===== config.mk =====
export PLATFORM = sky130hd
export DESIGN_NAME = u64_to_decimal_ascii_top
export DESIGN_NICKNAME = d
export VERILOG_FILES = /design/src/design/u2d_pkg.sv /design/src/design/u64_to_decimal_ascii_top.sv /design/src/design/u2d_cell.sv /design/src/design/u2d_chain.sv
export VERILOG_INCLUDE_DIRS = /design/src /design/src/design
export SDC_FILE = /design/constraint.sdc
export NUM_CORES = 1
export LEC_CHECK = 0
export BUFFER_PORTS_ARGS = -buffer_cell sky130_fd_sc_hd__buf_2
export CAP_MARGIN = 10
export CORE_AREA = 2 2 263 135
export CTS_BUF_LIST = sky130_fd_sc_hd__clkbuf_16
export CTS_CLUSTER_SIZE = 16
export DETAILED_ROUTE_END_ITERATION = 7
export DIE_AREA = 0 0 265 137
export PLACE_DENSITY = 0.43
export SETUP_SLACK_MARGIN = 0.3
export SLEW_MARGIN = 0
export SYNTH_ARGS = -nofsm -noshare
export SYNTH_HDL_FRONTEND = slang
export SYNTH_HIERARCHICAL = 1
export SYNTH_SLANG_ARGS = --single-unit

===== constraint.sdc =====
create_clock -name clk -period 27 [get_ports clk]
set_clock_uncertainty 0.2 [all_clocks]
set_input_delay 2.7 -clock clk [delete_from_list [all_inputs] [get_ports clk]]
set_output_delay 2.7 -clock clk [all_outputs]
set_load 0.01 [all_outputs]

===== src/design/u64_to_decimal_ascii_top_assert.svh =====
// ----------------------------------------------------------------------------
// u64_to_decimal_ascii_top_assert.svh
// Assertion macros for the decimal ASCII converter.
// ----------------------------------------------------------------------------
`ifndef U64_TO_DECIMAL_ASCII_TOP_ASSERT_SVH
`define U64_TO_DECIMAL_ASCII_TOP_ASSERT_SVH

`ifndef SYNTH
`define U2D_ASSERT(lbl, ck, rs, prop, msg) \
  lbl: assert property (@(posedge ck) disable iff (rs) prop) else $error(msg);
`define U2D_NEVER(lbl, ck, rs, cond, msg) \
  lbl: assert property (@(posedge ck) disable iff (rs) !(cond)) else $error(msg);
`else
`define U2D_ASSERT(lbl, ck, rs, prop, msg)
`define U2D_NEVER(lbl, ck, rs, cond, msg)
`endif

`endif


===== src/design/u2d_pkg.sv =====
// ----------------------------------------------------------------------------
// u2d_pkg
// Shared types and constants of the decimal ASCII converter.
// ----------------------------------------------------------------------------
`default_nettype none

package u2d_pkg;

  localparam int VALUE_WIDTH_DEF = 64;
  localparam int MAX_DIGITS_DEF  = 20;

  localparam int VALUE_FIELD_W = 64;
  localparam int ROOM_W        = 8;
  localparam int CHAR_W        = 6;
  localparam int DIGIT_W       = 4;
  localparam int IN_TDATA_W    = 72;
  localparam int OUT_TDATA_W   = 8;

  localparam logic [CHAR_W-1:0]  CHAR_ZERO = 6'd48;
  localparam logic [DIGIT_W-1:0] DABBLE_LIMIT = 4'd5;
  localparam logic [DIGIT_W-1:0] DABBLE_ADD   = 4'd3;

  typedef enum logic [1:0] {
    CELL_HOLD,
    CELL_CLEAR,
    CELL_DABBLE,
    CELL_SHIFT
  } cell_mode_t;

  typedef struct packed {
    cell_mode_t mode;
    logic       bit_in;
  } cell_ctrl_t;

endpackage

`default_nettype wire


===== src/design/u64_to_decimal_ascii_top.sv =====
// ----------------------------------------------------------------------------
// u64_to_decimal_ascii_top
// Unsigned binary to decimal ASCII converter, one digit character per beat.
// ----------------------------------------------------------------------------
// Input beat (s_axis): value in tdata[63:0], free room in tdata[71:64].
// Output beats (m_axis): one ASCII digit each, most significant first, no
// leading zeros; zero gives "0". At most room characters leave; tlast marks
// the final one. Room of zero gives no output beat.
// Steps per item: the beat is taken while idle, then the value is shifted
// with add-3 through the row of BCD cells (one input bit per cycle), then
// leading zero digits are skipped (up to MAX_DIGITS-1), then the characters
// are delivered, one per accepted output beat; a short room cuts them.
// The row of cells is shared, so one item is in work at a time;
// s_axis_tready is high only while idle and out of reset.
// A stalled receiver holds the current character and the whole row; nothing
// is lost. Reset returns to idle and drops any item in progress.
// ----------------------------------------------------------------------------
`default_nettype none

`include "u64_to_decimal_ascii_top_assert.svh"

module u64_to_decimal_ascii_top #(
  parameter int VALUE_WIDTH = u2d_pkg::VALUE_WIDTH_DEF,
  parameter int MAX_DIGITS  = u2d_pkg::MAX_DIGITS_DEF
) (
  input  wire                                 clk,
  input  wire                                 rst,
  input  wire                                 s_axis_tvalid,
  output logic                                s_axis_tready,
  input  wire [u2d_pkg::IN_TDATA_W-1:0]       s_axis_tdata,  // value[63:0], room[71:64]
  output logic                                m_axis_tvalid,
  input  wire                                 m_axis_tready,
  output logic [u2d_pkg::OUT_TDATA_W-1:0]     m_axis_tdata,  // digit_char[5:0], zero pad
  output logic                                m_axis_tlast
);
  import u2d_pkg::*;

  localparam int BW = $clog2(VALUE_WIDTH + 1);
  localparam int LW = $clog2(MAX_DIGITS + 1);
  localparam logic [BW-1:0] BITS_INIT  = BW'(VALUE_WIDTH);
  localparam logic [LW-1:0] DIGIT_INIT = LW'(MAX_DIGITS);

  typedef enum logic [1:0] {
    ST_IDLE,
    ST_CONV,
    ST_SKIP,
    ST_EMIT
  } state_t;

  state_t                 state;
  logic [VALUE_WIDTH-1:0] vreg;
  logic [BW-1:0]          bits;
  logic [LW-1:0]          left;
  logic [ROOM_W-1:0]      room;
  logic                   ovf;

  cell_ctrl_t             ctrl;
  logic [DIGIT_W-1:0]     top_digit;
  logic                   carry_out;
  logic                   in_beat;
  logic                   out_beat;
  logic                   skip;

  u2d_chain #(
    .MAX_DIGITS (MAX_DIGITS)
  ) u_chain (
    .clk       (clk),
    .ctrl      (ctrl),
    .top_digit (top_digit),
    .carry_out (carry_out)
  );

  assign s_axis_tready = (state == ST_IDLE) && !rst;
  assign m_axis_tvalid = (state == ST_EMIT) && !rst;
  assign in_beat  = s_axis_tvalid && s_axis_tready;
  assign out_beat = m_axis_tvalid && m_axis_tready;
  assign skip     = !ovf && (top_digit == '0) && (left != LW'(1));

  assign m_axis_tdata = {{(OUT_TDATA_W-CHAR_W){1'b0}}, CHAR_ZERO + CHAR_W'(top_digit)};
  assign m_axis_tlast = (room == ROOM_W'(1)) || (left == LW'(1));

  always_comb begin
    ctrl.bit_in = vreg[VALUE_WIDTH-1];
    ctrl.mode   = CELL_HOLD;
    unique case (state)
      ST_IDLE: if (in_beat) ctrl.mode = CELL_CLEAR;
      ST_CONV: ctrl.mode = CELL_DABBLE;
      ST_SKIP: if (skip) ctrl.mode = CELL_SHIFT;
      ST_EMIT: if (out_beat) ctrl.mode = CELL_SHIFT;
      default: ctrl.mode = CELL_HOLD;
    endcase
  end

  always_ff @(posedge clk) begin
    if (rst) begin
      state <= ST_IDLE;
    end else begin
      unique case (state)
        ST_IDLE: begin
          if (in_beat) begin
            vreg  <= s_axis_tdata[VALUE_WIDTH-1:0];
            room  <= s_axis_tdata[VALUE_FIELD_W +: ROOM_W];
            bits  <= BITS_INIT;
            left  <= DIGIT_INIT;
            ovf   <= 1'b0;
            state <= ST_CONV;
          end
        end
        ST_CONV: begin
          vreg <= vreg << 1;
          bits <= bits - BW'(1);
          if (carry_out) ovf <= 1'b1;
          if (bits == BW'(1)) state <= ST_SKIP;
        end
        ST_SKIP: begin
          if (skip) begin
            left <= left - LW'(1);
          end else if (room == '0) begin
            state <= ST_IDLE;
          end else begin
            state <= ST_EMIT;
          end
        end
        ST_EMIT: begin
          if (out_beat) begin
            left <= left - LW'(1);
            room <= room - ROOM_W'(1);
            if (m_axis_tlast) state <= ST_IDLE;
          end
        end
        default: state <= ST_IDLE;
      endcase
    end
  end

  `U2D_ASSERT(a_digit_bcd, clk, rst, m_axis_tvalid |-> (top_digit <= 4'd9), "digit out of range")
  `U2D_NEVER(a_emit_counts, clk, rst, (state == ST_EMIT) && ((room == '0) || (left == '0)), "emit with empty count")
  `U2D_ASSERT(a_start_conv, clk, rst, in_beat |=> (state == ST_CONV), "accepted item did not start")
  `U2D_ASSERT(a_last_idle, clk, rst, (out_beat && m_axis_tlast) |=> (state == ST_IDLE), "no idle after last beat")

endmodule

`default_nettype wire


===== src/design/u2d_cell.sv =====
// ----------------------------------------------------------------------------
// u2d_cell
// One BCD digit: add-3 and shift while converting, plain shift while skipping or emitting.
// ----------------------------------------------------------------------------
`default_nettype none

module u2d_cell (
  input  wire                           clk,
  input  u2d_pkg::cell_mode_t           mode,
  input  wire                           carry_in,
  input  wire [u2d_pkg::DIGIT_W-1:0]    digit_in,
  output logic [u2d_pkg::DIGIT_W-1:0]   digit,
  output logic                          carry_out
);
  import u2d_pkg::*;

  logic [DIGIT_W-1:0] adj;

  always_comb begin
    adj = (digit >= DABBLE_LIMIT) ? digit + DABBLE_ADD : digit;
  end

  assign carry_out = adj[DIGIT_W-1];

  always_ff @(posedge clk) begin
    unique case (mode)
      CELL_CLEAR:  digit <= '0;
      CELL_DABBLE: digit <= {adj[DIGIT_W-2:0], carry_in};
      CELL_SHIFT:  digit <= digit_in;
      default:     digit <= digit;
    endcase
  end

endmodule

`default_nettype wire


===== src/design/u2d_chain.sv =====
// ----------------------------------------------------------------------------
// u2d_chain
// Row of BCD cells, least significant digit at index zero.
// ----------------------------------------------------------------------------
`default_nettype none

module u2d_chain #(
  parameter int MAX_DIGITS = u2d_pkg::MAX_DIGITS_DEF
) (
  input  wire                           clk,
  input  u2d_pkg::cell_ctrl_t           ctrl,
  output logic [u2d_pkg::DIGIT_W-1:0]   top_digit,
  output logic                          carry_out
);
  import u2d_pkg::*;

  logic [DIGIT_W-1:0] digit   [MAX_DIGITS];
  logic [DIGIT_W-1:0] dig_in  [MAX_DIGITS];
  logic               carry   [MAX_DIGITS+1];

  assign carry[0] = ctrl.bit_in;

  for (genvar i = 0; i < MAX_DIGITS; i++) begin : g_cell
    if (i == 0) begin : g_first
      assign dig_in[i] = '0;
    end else begin : g_rest
      assign dig_in[i] = digit[i-1];
    end

    u2d_cell u_cell (
      .clk       (clk),
      .mode      (ctrl.mode),
      .carry_in  (carry[i]),
      .digit_in  (dig_in[i]),
      .digit     (digit[i]),
      .carry_out (carry[i+1])
    );
  end

  assign top_digit = digit[MAX_DIGITS-1];
  assign carry_out = carry[MAX_DIGITS];

endmodule

`default_nettype wire


== Word level (Yosys, flattened, before mapping) ==
Index checks and enable logic that the tools add are counted.

* Word-level logic and storage cells: 176
* Input bits: 76
* Register bits after elaboration: 167
* Output and inout port bits: 11

* Equality and inequality tests: 17
* Add/subtract/negate cells: 24
* Muxes and demuxes: 65
* Reductions and logical operators: 23
* Order comparisons: 20
* Bitwise operators: 1

{| class="wikitable"
|+ Operators by type and width
! cell !! count
|-
| one-hot mux 4 bit (3 select lines) || 19
|-
| one-hot mux 64 bit (2 select lines) || 1
|-
| adder 4 x 2 -> 4 bit (second input constant) || 20
|-
| greater-or-equal comparator 4 x 3 -> 1 bit (second input constant) || 20
|-
| 2-to-1 mux 4 bit || 20
|-
| 2-to-1 mux 64 bit || 1
|-
| 2-to-1 mux 2 bit || 8
|-
| 2-to-1 mux 8 bit || 2
|-
| one-hot mux 2 bit (4 select lines) || 2
|-
| one-hot mux 8 bit (2 select lines) || 1
|-
| 2-to-1 mux 5 bit || 3
|-
| one-hot mux 5 bit (3 select lines) || 1
|-
| one-hot mux 7 bit (2 select lines) || 1
|-
| != test 2 bit (second input constant) || 6
|-
| AND reduction 5 bit || 2
|-
| == test 2 bit (second input constant) || 4
|-
| == test 8 x 1 -> 1 bit (second input constant) || 1
|-
| zero test 8 bit || 1
|-
| one-hot mux 4 bit (2 select lines) || 1
|-
| AND reduction 4 bit || 2
|-
| subtractor 8 x 1 -> 8 bit (second input constant) || 1
|-
| == test 7 x 1 -> 1 bit (second input constant) || 1
|-
| 2-to-1 mux 7 bit || 1
|-
| subtractor 7 x 1 -> 7 bit (second input constant) || 1
|-
| 18 further kinds || 30
|}

== Longest topological paths before layout ==
* Depth after elaboration: 8
* Gate-level depth with buffers: 9
* Mapped depth without buffers: 9

== Hierarchy ==
The synthesis kept the hierarchy.

{| class="wikitable"
|+ Modules (own cells, without submodules)
! module !! instances !! cells an instance !! area each (µm²) !! seq. area each (µm²)
|-
| u2d_cell || 20 || 29 || 299.0 || 120.1
|-
| u64_to_decimal_ascii_top || 1 || 279 || 4145.2 || 2592.5
|-
| u2d_chain || 1 || 1 || 3.8 || 0.0
|}

== Worst setup path after synthesis ==
OpenSTA, ideal clock, no wires.

* Path kind: input port to flip-flop
* Start point: in rst
* End point: reg u_chain/g_cell[0].u_cell/digit[0] (netlist name), enable pin
* Library setup time: 0.332 ns
* Arrival time: 11.707 ns
* Path buffers: 1
* Required time: 26.468 ns
* Stages: 5
* Setup slack: 14.761 ns
* Cell sequence: buf_4 nor2_1 a21oi_1 o21ai_0 or2_2

{| class="wikitable"
|+ RTL lines
! element !! line !! text
|-
| start: declaration || u64_to_decimal_ascii_top.sv:27 || <nowiki>input wire rst,</nowiki>
|-
| end signal: assignment || u2d_cell.sv:28 || <nowiki>CELL_DABBLE: digit <= {adj[DIGIT_W-2:0], carry_in};</nowiki>
|-
| end signal: assignment || u2d_cell.sv:29 || <nowiki>CELL_SHIFT: digit <= digit_in;</nowiki>
|-
| end signal: assignment || u2d_cell.sv:30 || <nowiki>default: digit <= digit;</nowiki>
|-
| end: declaration || u2d_cell.sv:12 || <nowiki>output logic [u2d_pkg::DIGIT_W-1:0] digit,</nowiki>
|}

== Worst setup path in the final report ==
* Start point: in rst
* End point: out s_axis_tready

* Cells in the longest elaborated chain, start to end: 2

{| class="wikitable"
|+ RTL lines
! element !! line !! text
|-
| zero test 1 bit || u64_to_decimal_ascii_top.sv:73 || <nowiki>assign s_axis_tready = (state == ST_IDLE) && !rst;</nowiki>
|-
| logical AND 1 bit || u64_to_decimal_ascii_top.sv:73 ||
|-
| end: declaration || u64_to_decimal_ascii_top.sv:29 || <nowiki>output logic s_axis_tready,</nowiki>
|}

No other way between the ends.

==> impl_metrics.yaml <==
run_status:
  status: "completed"
global_routing:
  antenna_found_initial: 0
  track_usage_pct: 12.3
  grt_pass1_wl_mm: 35.5
  grt_pass1_vias: 6478
  gr-total-overflow: 0
  grt_max_degree: 80
worst_hold_path:
  hp-class: "reg2reg"
die:
  die_area_um2: 36300
  io_pins: 87
  dieWidth_um: 265
  rows: 48
  die_h_um: 137
  core_um2: 34000
  start_util_pct: 29.8
routing:
  drt_iter0_drc: 451
  ant_nets: 0
  first_pass_iters: 6
  wl_met3_um: 700
  met2_length_mm: 8.50
  routed.top_layer: "met4"
  wl_met1_mm: 12.6
  wl_mm: 21.9
  wl_per_cell_um: 15.4
  vias: 6966
  drc: 0
  viasPerCell: 4.90
pwr:
  p_per_area_nw_per_um2: 107
  power_leakage_nw: 4.81
  ir_drop_v: 0.0000450
sta:
  maxSlewHeadroom_pct: 37.1
  finalHoldViolCount: 0
  setup_violations: 0
  worst_pin_slew_ns: 0.943
  tns_ns: 0
  timing.fmax_ghz: 0.164
  setup_slack_ns: 20.90
  finalCriticalPeriod_ns: 6.10
  grt_setup_unrepaired: "no"
  finalCritPeriodShare_pct: 22.6
  drv_slew: 0
logic_synthesis:
  yosys_warnings: 6
  ys_ff_latch: 167
  synth.yosys.seq_area_share_pct: 49.3
  yosysUniqueCellTypes: 47
  synth.avg_cell_area_um2: 11.8
  netlist_instances: 860
  syn_area_um2: 10100
setup_path:
  start_kind: "input port"
  cp-end-kind: "output pin"
  cp.required_ns: 24.10
  critPathKind: "in2out"
  path_max_fanout: 10
  cp.arrival_ns: 3.20
finish:
  layout_common_cells: "edfxtp_1 (165), buf_2 (82), o21ai_0 (65)"
  nFillCells: 3434
  layout_commonest_cell: "edfxtp_1"
  insertedDiodeCount: 0
  fin_nets: 1085
  area_growth_pct: 15.8
  drive_gt1_share_pct: 24.3
  final_cell_area_um2: 11700
cts:
  path_clk_slew_ns: 0.07
  numCtsBuffers: 17
  root_buffer: "clkbuf_16"
  cts_tree: "yes"
  clk_latency_ns: 0.44
  post_cts_buffers: 0
  cts-hold-fix-buffers: 0
  clock-sinks: 167
  h-tree-depth: 4
  clockBufferDepth: 2
  cts.repair.resized: 0
placed_design:
  place_ws_ns: 20.91
  placed_area_um2: 11100
  gp_congestion: 0.725
  dp_hpwl_mm: 14.4
  io_buffers: 82
run:
  cap_violations: 0
[routing by layer]
metal	global-route usage, %	vias up
met2	15.4	85
met1	20.0	3361
met4	2.73	0
met3	3.11	9
met5	0	-
li1	-	3511
[cells by family (layout without fill, tap and decap cells)]
group	Yosys count	count (layout)	synth area share [%]
AOI/OAI and AO/OA	221	221	16.2
xor gates and xnor gates	14	14	1.21
adders and majority gates	51	51	6.30
buffers and inverters	87	193	3.42
DFF	167	167	49.3
muxes	85	85	9.19
other	3	8	0.111
and+or+nand+nor	232	232	14.3
[worst max-delay path, stage by stage]
cell    delay, ns
buf_2        0.17
nor2_1       0.16
buf_2        0.16
[Yosys cell counts, drive strengths merged]
library cell	number	share of area [%]
nor2b	24	1.5
inv	72	2.7
and2	4	0.25
nand2	24	0.89
buf	6	0.42
o21ai	66	3.3
nand2b	20	1.2
mux2i	21	2.1
a21o	20	1.5
a2111oi	20	1.7
and4b	1	0.14
o211ai	1	0.074
xor2	6	0.52
a211oi	20	1.5
nand3b	20	1.5
nor4	2	0.12
or3b	1	0.086
a211o	40	3.5
mux2	64	7.1
or4	2	0.15
nor3b	22	1.6
nor3	6	0.30
or3	3	0.19
o31a	1	0.086
a221oi	1	0.15
nand3	1	0.049
clkbuf	9	0.33
a21oi	9	0.48
or4b	3	0.37
ha	51	6.3
conb	3	0.11
xnor2	8	0.69
dfxtp	2	0.40
nor2	19	0.70
and3	40	2.5
o22ai	1	0.062
o221ai	1	0.15
o32ai	1	0.086
o211a	20	2.0
a311oi	20	1.7
edfxtp	165	49
or2b	20	1.5
or2	20	1.2
[cell type report]
type / count / area [um2] / share of cell area (%)
clock buffers: 17 / 425 / 3.63
clock inverters: 15 / 168 / 1.43
inverters: 72 / 270 / 2.30
multi-input cells: 611 / 4850 / 41.3
flip-flops and latches: 167 / 4990 / 42.6
well taps: 450 / 563 / 4.80
repair buffers: 89 / 463 / 3.95
[through the flow]
step	std cells	utilization [%]	hold slack (ns)	power [mW]
3_3_place_gp	1389	32.8	0.332	1.02
4_1_cts	1421	34.5	0.352	1.27
2_1_floorplan	865	-	0.323	0.895
3_5_place_dp	1389	32.8	0.332	1.01
6_report	1421	34.5	0.349	1.26
5_1_grt	1421	34.5	0.356	1.36
[final timing paths]
path	start	end	slack [ns]	cells past startpoint
max	rst	s_axis_tready	20.90	3
min	vreg[3]$_DFFE_PP_	vreg[4]$_DFFE_PP_	0.35	1
max reg2reg	state[1]$_SDFFE_PP0P_	u_chain/g_cell[6].u_cell/digit[1]$_DFFE_PP_	22.66	10
min reg2reg	vreg[3]$_DFFE_PP_	vreg[4]$_DFFE_PP_	0.35	1
[flip-flops by register name (all words and copies together), names as in the netlist]
signal	cells
u_chain/g_cell.u_cell/digit	80
vreg	64
room	8
bits	7
left	5
state	2
ovf	1
[where the power goes]
part | leakage, nW | internal, mW | switching, mW | total [mW]
clock network | 0.295 | 0.133 | 0.118 | 0.251
logic | 2.92 | 0.219 | 0.262 | 0.481
registers | 1.60 | 0.418 | 0.107 | 0.525
total | 4.81 | 0.770 | 0.488 | 1.26
Note: power is estimated with default switching activity, not from simulation.
